[src/design/csdf_pkg.sv]
`timescale 1ns / 1ps
// ----------------------------------------------------------------------------
// csdf_pkg: shared types and constants of the call-site delay filter
// Slot layout, controller states, command and status bundles.
// ----------------------------------------------------------------------------
package csdf_pkg;

  localparam int ADDR_W     = 64;
  localparam int LIMIT_W    = 10;
  localparam int CNT_W      = 10;
  localparam int CLASS_W    = 2;
  localparam int SLOTS_DEF  = 256;

  // hash = (a >> 4) ^ (a >> 13), 60 significant bits
  localparam int SHIFT_LO   = 4;
  localparam int SHIFT_HI   = 13;
  localparam int HASH_W     = ADDR_W - SHIFT_LO;
  localparam int HASH_DIGIT = 4;
  localparam int HASH_STEPS = HASH_W / HASH_DIGIT;

  localparam logic [LIMIT_W-1:0] LIMIT_RESET = LIMIT_W'(512);
  localparam logic [CNT_W-1:0]   CNT_MAX     = '1;

  localparam logic [CLASS_W-1:0] CLASS_NONE  = 2'd0;
  localparam logic [CLASS_W-1:0] CLASS_OTHER = 2'd1;
  localparam logic [CLASS_W-1:0] CLASS_MATCH = 2'd2;

  typedef struct packed {
    logic [ADDR_W-1:0]  key;
    logic [CLASS_W-1:0] cls;
    logic [CNT_W-1:0]   cnt;
  } slot_t;

  typedef enum logic [2:0] {
    ST_CLEAR,
    ST_IDLE,
    ST_HASH,
    ST_READ,
    ST_CHECK,
    ST_DONE
  } state_t;

  // controller -> datapath
  typedef struct packed {
    logic clear_wr;
    logic load_item;
    logic hash_step;
    logic start_probe;
    logic advance;
    logic commit;
    logic set_full;
    logic emit;
  } ctrl_t;

  // datapath -> controller
  typedef struct packed {
    logic clear_last;
    logic qualifies;
    logic hash_done;
    logic hit;
    logic last_probe;
    logic out_free;
  } stat_t;

endpackage

[src/design/csdf_ctrl.sv]
`timescale 1ns / 1ps
// ----------------------------------------------------------------------------
// csdf_ctrl: sequencer for the call-site delay filter
// Clearing pass, hash, probe loop and result hand-off.
// ----------------------------------------------------------------------------
module csdf_ctrl (
  input  logic            clk,
  input  logic            rst,
  input  logic            in_valid,
  output logic            in_ready,
  input  csdf_pkg::stat_t stat,
  output csdf_pkg::ctrl_t ctrl
);
  import csdf_pkg::*;

  state_t state, state_next;

  always_ff @(posedge clk) begin
    if (rst) state <= ST_CLEAR;
    else     state <= state_next;
  end

  always_comb begin
    state_next = state;
    unique case (state)
      ST_CLEAR: if (stat.clear_last) state_next = ST_IDLE;
      ST_IDLE:  if (in_valid) state_next = stat.qualifies ? ST_HASH : ST_DONE;
      ST_HASH:  if (stat.hash_done) state_next = ST_READ;
      ST_READ:  state_next = ST_CHECK;
      ST_CHECK: begin
        if (stat.hit || stat.last_probe) state_next = ST_DONE;
        else                             state_next = ST_READ;
      end
      ST_DONE:  if (stat.out_free) state_next = ST_IDLE;
      default:  state_next = ST_CLEAR;
    endcase
  end

  always_comb begin
    ctrl     = '0;
    in_ready = 1'b0;
    unique case (state)
      ST_CLEAR: ctrl.clear_wr = 1'b1;
      ST_IDLE: begin
        in_ready       = 1'b1;
        ctrl.load_item = in_valid;
      end
      ST_HASH: begin
        ctrl.start_probe = stat.hash_done;
        ctrl.hash_step   = !stat.hash_done;
      end
      ST_READ: ;
      ST_CHECK: begin
        ctrl.commit   = stat.hit;
        ctrl.set_full = !stat.hit && stat.last_probe;
        ctrl.advance  = !stat.hit && !stat.last_probe;
      end
      ST_DONE:  ctrl.emit = stat.out_free;
      default: ;
    endcase
  end

endmodule

[config.mk]
export PLATFORM = sky130hd
export DESIGN_NAME = csdf_ctrl
export DESIGN_NICKNAME = d
export VERILOG_FILES = /design/src/design/csdf_pkg.sv /design/src/design/csdf_ctrl.sv
export SDC_FILE = /design/constraint.sdc
export NUM_CORES = 1
export LEC_CHECK = 0
export ABC_AREA = 1
export BUFFER_PORTS_ARGS = -buffer_cell sky130_fd_sc_hd__buf_4
export CAP_MARGIN = 20
export CORE_AREA = 2 2 39 41
export DETAILED_ROUTE_END_ITERATION = 12
export DIE_AREA = 0 0 41 43
export GPL_TIMING_DRIVEN = 0
export SYNTH_ARGS = -nofsm -noshare
export SYNTH_HDL_FRONTEND = slang
export SYNTH_SLANG_ARGS = --single-unit
[constraint.sdc]
create_clock -name clk -period 1.6 [get_ports clk]
set_clock_uncertainty 0.2 [all_clocks]
set_input_delay 0.32 -clock clk [delete_from_list [all_inputs] [get_ports clk]]
set_output_delay 0.32 -clock clk [all_outputs]
set_load 0.05 [all_outputs]
After elaboration in Yosys (flattened, before gate mapping):

Cells that the tools add are included.

* input port bits: 9
* logic and storage cells: 31
* register bits after elaboration: 3
* output and inout port bits: 9

* multiplexer cells: 13
* eq/ne operators: 9
* reductions and logical operators: 8

Operators by type and width (number)
* two-way mux 3 bit: 7
* one-hot mux 3 bit (6 select lines): 1
* != test 2 bit, second input constant: 4
* equality test 3 x 2 -> 1 bit, second input constant: 2
* equality test 3 bit, second input constant: 2
* two-way mux 1 bit: 4
* AND reduction 4 bit: 1
* equality test 3 x 1 -> 1 bit, second input constant: 1
* logical NOT 1 bit: 3
* logical NOT 3 bit: 1
* logical AND 1 bit: 2
* two-way mux 2 bit: 1
* logical OR 1 bit: 1

Logic depth before layout (Yosys ltp):

Gate-level depths: netlist of run 1.

* depth in word-level cells: 3
* gate-level depth with buffers: 7

Least setup slack after synthesis of run 1:

Ideal clock, no wire load.

* path type: register to output
* from: reg state[1]
* to: out ctrl[1] (netlist name)
* stages on the path, launching flop included: 6
* arrival: 1.288 ns
* buffers on the path: 0
* path slack: -0.208 ns
* cell sequence: dfxtp_1 > inv_2 > nand2_1 > nor2_1 > inv_1 > nor2_1

RTL lines
* start: declaration: RTL line csdf_ctrl.sv:16 `state_t state, state_next;`
* start signal: assignment: RTL line csdf_ctrl.sv:20 `else state <= state_next;`
* end: declaration: RTL line csdf_ctrl.sv:12 `output csdf_pkg::ctrl_t ctrl`

==> key figures, run 1 <==
Status
  • Status: finished, violations left
  • Failing checks: negative setup slack

Synth
  • Syn Inst Count: 55
  • Synth async-reset ratio: 0%
  • Top FF cell, synth: dfxtp_1
  • Most common cell in the netlist: nor2_1
  • Yosys top cell area share: 21.1%
  • Post-synthesis net count: 64
  • EDFF count, synth: 0
  • Yosys cell types: 13
  • Seq cells post-synth: 3
  • Top cells by count, synth: nor2_1 (14), inv_1 (13), nand2_1 (7), nand3_1 (7), dfxtp_1 (3)
  • Syn Area/Cell: 5.19 µm²
  • Register area share after synthesis: 21.1%
  • Largest cells by area after synthesis: dfxtp_1 (21%), nor2_1 (18%), inv_1 (17%), nand3_1 (12%), nand2_1 (9.2%)
  • Netlist Area Pre-Place: 285 µm²
  • Cell accounting for the most synthesized area: dfxtp_1
  • Synthesis Warnings: 0

GRT
  • Largest net degree at the start of global routing: 7
  • First-pass GRT wire length: 1.31 mm
  • Vias in the first global route: 395
  • Final global-route overflow total: 0
  • Tot GR Track Use: 11.0%
  • Antenna violations before repair: 0

Final layout
  • Design area: 706 µm²
  • Net count, final: 100
  • Top flop regs: state: 3 flops
  • Share of layout cells above drive strength 1: 61.1%
  • Largest reg by FF count: state
  • Area grow syn2layout: 147%
  • Final antenna diode count: 0
  • Max FFs per register: 3

Pwr
  • Power per Cell Area: 749 nW/µm²
  • Final Power: 0.000528 W
  • Worst vdd ir: 0.368 mV
  • Leakage Power: 0.357 nW

Min path
  • Hold WC Path Type: primary input to flop
  • Hold depth: 2
  • Min-Delay Endpoint: state[2]
  • Min-delay src: rst

Setup path
  • Reg2reg setup slack: 0.09 ns
  • Crit end category: primary output
  • Startpoint types: flop
  • Worst Path Arrival: 1.11 ns
  • Worst EP required: 1.08 ns
  • WS Path Type: flop to primary output
  • Worst R2R Path Depth: 9
  • Worst R2R Start: state[0]
  • Capture point of the worst reg-to-reg path: state[0]
  • Max Fanout on Critical Path: 3
  • Crit. Startpoint: state[1]

Floorplanning
  • Initial core utilization: 20.6%
  • Ports: 18
  • Die Wd: 41 µm
  • # rows: 14
  • Die area: 1760 µm²
  • Core ar.: 1380 µm²
  • DIE HEIGHT: 43 µm

Drt
  • Via Count: 463
  • DR DRC count: 0
  • Routed wire length: 1.01 mm
  • Drt initial violations: 4
  • DRT Pass-1 Iters: 2
  • Vias/cell: 4.37
  • Post-detailed-route count of antenna-violating nets: 0
  • Average wire per standard cell: 9.56 µm

STA
  • Count of final setup violators: 6
  • Fin. Hold Viols: 0
  • Final worst slack: -0.0298 ns
  • Max-slew violation count: 0
  • Period utilization: 102%
  • Fmax: 614 MHz
  • RSZ-0062 raised after global routing: yes
  • Slew HR: 88.5%
  • Min cycle time layout: 1.63 ns
  • Slew at the pin closest to its max-slew limit: 0.171 ns

Placed design
  • Gpl congestion: 0.716
  • DP Wirelength: 604 µm
  • Cell Area, Placed: 440 µm²
  • PortBufs: 17

Clock tree
  • Hold-fix buffers, CTS: 0
  • CTS tree: built
  • Worst skew pair latency: 0.23 ns
  • Clk pin slew, worst setup/hold paths: 0.03 ns
  • Root Buffer: clkbuf_4
  • Inserted Clock Buffers: 3
  • Clock buffer depth: 2
  • # clock sinks: 3
  • H-Tree Depth: 1

Run
  • Max Cap Viol: 0
[cell type report]
class                           count  area, µm²
Timing Repair Buffer               31        285
Tap cell                           16       20.0
Fill cell                         135        678
Inverter                           15       61.3
Sequential cell                     3       68.8
Clock buffer                        4       26.3
Multi-Input combinational cell     37        244
[how the worst max path moves through the flow]
stage | endpoint | cells after the start
2_1_floorplan | ctrl[1] | 5
6_report | ctrl[6] | 5
4_1_cts | ctrl[1] | 6
3_5_place_dp | ctrl[1] | 6
3_3_place_gp | ctrl[1] | 6
5_1_grt | ctrl[5] | 5
[timing repair]
action	CTS	global route
endpoints found under the setup margin	8	8
buffers inserted	10	4
cloned	0	0
pin swaps	5	6
hold endpoints to repair	0	0
resized for setup	15	24
[critical path, stage by stage, from the launching register on]
cell,delay [ns]
dfxtp_4,0.35
inv_4,0.07
buf_6,0.11
nand3_4,0.08
nor2_4,0.12
buf_8,0.15
[placed cells by master (no fill, tap or decap), drive strengths merged]
master	synthesis	layout
a21oi	2	2
buf	0	31
clkbuf	0	4
dfxtp	3	3
inv	15	15
nand2	7	7
nand3	7	7
nand3b	1	1
nand4	1	1
nor2	15	15
o21a	1	1
o21ai	2	2
o21bai	1	1
[stage by stage]
step | instances | hold slack (ns) | setup TNS [ns] | setup slack (ns) | util [%]
after floorplan | 55 | 0.189 | -0.461 | -0.208 | -
after global placement | 88 | 0.300 | 0 | 0.0953 | 31.8
after detailed placement | 88 | 0.305 | 0 | 0.103 | 31.8
after CTS | 102 | 0.0513 | -0.231 | -0.0698 | 42.1
after global routing | 106 | 0.0513 | -0.422 | -0.0807 | 51.0
final | 106 | 0.0595 | -0.0949 | -0.0298 | 51.0
[where the power goes]
group	leakage (nW)	internal [W]	total (W)	switching, W
Sequential	0.0264	0.0000844	0.0000951	0.0000108
Combinational	0.316	0.000135	0.000306	0.000171
Clock	0.0150	0.0000931	0.000127	0.0000343
[cells by family (layout without fill, tap and decap cells)]
logic type | count (synthesis) | in the layout | share of synthesized area, %
AOI/OAI and AO/OA | 6 | 6 | 12.3
buffers and inverters | 15 | 50 | 19.7
DFF | 3 | 3 | 21.1
and+or+nand+nor | 31 | 31 | 46.9
[per-layer routing]
layer  GRT usage (%)  vias to the layer above  wire [µm]
met5               0                        -          0
met3            3.14                        0         51
li1                -                      239          -
met4            6.00                        0          0
met2            21.6                       10        587
met1            8.31                      214        374
Power figures use the tool's default switching activity.
==> run 2, diff against run 1 <==
--- a/config.mk
+++ b/config.mk
@@ -12,6 +12,7 @@
 export DETAILED_ROUTE_END_ITERATION = 12
 export DIE_AREA = 0 0 41 43
 export GPL_TIMING_DRIVEN = 0
+export PLACE_DENSITY = 0.45
 export SYNTH_ARGS = -nofsm -noshare
 export SYNTH_HDL_FRONTEND = slang
 export SYNTH_SLANG_ARGS = --single-unit
==> run 2 against run 1 <==
The run still ends with negative setup slack left. Non-clock buffer count down 8. Die area unchanged. First-iteration DRC count up 50%. Sequential share of layout area up 0.99 points. Power down 5.3%. Critical path depth unchanged. Maximum frequency up 0.99%. Combinational power down 10%. Via count down 13%. Flip-flop and latch count unchanged. Register-to-register slack better by 0.07 ns. Critical endpoint is now ctrl[5]. Largest power group unchanged.
==> key figures, run 2 (same netlist as run 1, synthesis figures left out) <==
Drt
  • DRT Pass-1 Iters: 4
  • Routed wire length: 859 µm
  • Post-detailed-route count of antenna-violating nets: 0
  • Vias/cell: 4.11
  • Via Count: 403
  • Average wire per standard cell: 8.77 µm
  • DR DRC count: 0
  • Drt initial violations: 6

Final layout
  • Largest reg by FF count: state
  • Multi-input logic area: 236 µm²
  • Layout filler cell count: 150
  • Area grow syn2layout: 125%
  • Max FFs per register: 3
  • Final antenna diode count: 0
  • Net count, final: 92
  • Design area: 641 µm²
  • Register Area: 68.8 µm²
  • Share of layout cells above drive strength 1: 54.9%
  • Most common cell after layout, fill and taps aside: buf_4
  • Top flop regs: state: 3 flops
  • Most frequent cells in the layout: buf_4 (13), inv_1 (10), nor2_1 (8), buf_6 (8), nand2_1 (6)
  • Utilization after layout: 46.3%

Pwr
  • Clock group share of total power: 25.3%
  • Power per Cell Area: 781 nW/µm²
  • Worst vdd ir: 0.422 mV
  • Leakage Power: 0.318 nW
  • Switch Pwr: 0.000208 W
  • Reg power frac: 19.7%
  • Switch share: 41.5%
  • Int Pwr: 0.000293 W
  • Comb pwr share: 55.0%

GRT
  • Tot GR Track Use: 11.3%
  • Final global-route overflow total: 0
  • Antenna violations before repair: 0
  • First-pass GRT wire length: 1.35 mm
  • Largest net degree at the start of global routing: 7
  • Vias in the first global route: 374

Clock tree
  • Root Buffer: clkbuf_4
  • # clock sinks: 3
  • CTS tree: built
  • Hold-fix buffers, CTS: 0
  • H-Tree Depth: 1
  • Clk pin slew, worst setup/hold paths: 0.03 ns
  • Inserted Clock Buffers: 3
  • Worst skew pair latency: 0.23 ns
  • Clock buffer depth: 2

STA
  • Fin. Hold Viols: 0
  • Slew at the pin closest to its max-slew limit: 0.164 ns
  • Slew HR: 89.0%
  • Min cycle time layout: 1.61 ns
  • Fmax: 620 MHz
  • Period utilization: 101%
  • Count of final setup violators: 4
  • Max-slew violation count: 0
  • Final worst slack: -0.0138 ns
  • RSZ-0062 raised after global routing: yes

Min path
  • Hold WC Path Type: primary input to flop

Setup path
  • Worst Path Arrival: 1.09 ns
  • Crit end category: primary output
  • CP peak stage delay: 0.33 ns
  • Startpoint types: flop
  • Worst EP required: 1.08 ns
  • WS Path Type: flop to primary output
  • Worst R2R Path Depth: 8
  • Reg2reg setup slack: 0.16 ns
  • Capture point of the worst reg-to-reg path: state[0]
  • CP endpoint: ctrl[5]
  • Worst R2R Start: state[0]
  • Crit-path cells: inv_4, buf_4, nand4_1, inv_1, buf_6
  • Max Fanout on Critical Path: 4
  • CP max stage cell: dfxtp_2
  • Crit. Startpoint: state[0]

Run
  • Max Cap Viol: 0

Floorplanning
  • # rows: 14
  • Ports: 18
  • Initial core utilization: 20.6%
  • DIE HEIGHT: 43 µm
  • Die area: 1760 µm²
  • Die Wd: 41 µm
  • Core ar.: 1380 µm²

Placed design
  • Setup WS pre-CTS: 0.0998 ns
  • Gpl congestion: 0.715
  • Cell Area, Placed: 440 µm²
  • DP Wirelength: 626 µm
  • PortBufs: 17

Status
  • Status: finished, violations left
  • Failing checks: negative setup slack
run 2: area by class of cell:
type                       count  area share [%]
timing repair buffer          23            34.8
tap                           16            3.13
inverter                      15            10.4
multi-input combinational     37            36.9
clock buffer                   4            4.10
sequential                     3            10.7
run 2: power by group through the flow:
stage	Sequential [W]	Clock [W]	Combinational, W
global route	0.000100	0.000141	0.000297
detailed placement	0.0000952	0	0.000191
floorplan	0.0000928	0	0.000135
global placement	0.0000962	0	0.000191
CTS	0.0000955	0.000133	0.000229
finish	0.0000989	0.000126	0.000275
run 2: critical path, delay by kind of cell, from the launching register on:
| kind | cells | cell delay (ns) |
|---|---|---|
| buffers and inverters | 4 | 0.42 |
| flip-flops | 1 | 0.33 |
| AND/OR/NAND/NOR | 1 | 0.11 |
run 2: layer usage:
metal  vias up  track usage, %  wire [µm]
li1        222               -          -
met3         0            3.66         43
met2        10            17.8        474
met1       171            12.8        341
met5         -               0          0
met4         0            6.00          0
run 2: worst min-delay path by stage:
stage,from,endpoint,slack (ns),depth (start not counted)
finish,rst,state[2],0.06,2
CTS,rst,state[2],0.05,2
detailed placement,rst,state[2],0.30,2
global route,rst,state[1],0.06,2
global placement,rst,state[2],0.30,2
floorplan,rst,state[1],0.19,1
run 2: stage by stage:
step / hold slack [ns] / setup TNS [ns] / std cells / power (W)
floorplan: 0.189 / -0.461 / 55 / 0.000228
CTS: 0.0531 / -0.270 / 96 / 0.000458
detailed placement: 0.303 / 0 / 88 / 0.000287
finish: 0.0584 / -0.0272 / 98 / 0.000501
global placement: 0.303 / 0 / 88 / 0.000287
global route: 0.0620 / -0.487 / 98 / 0.000538
run 2: timing repair:
| item | 4_1_cts | 5_1_grt |
|---|---|---|
| pin swaps | 4 | 5 |
| setup endpoints to repair | 8 | 8 |
| gates resized for setup | 15 | 20 |
| setup buffers | 4 | 2 |
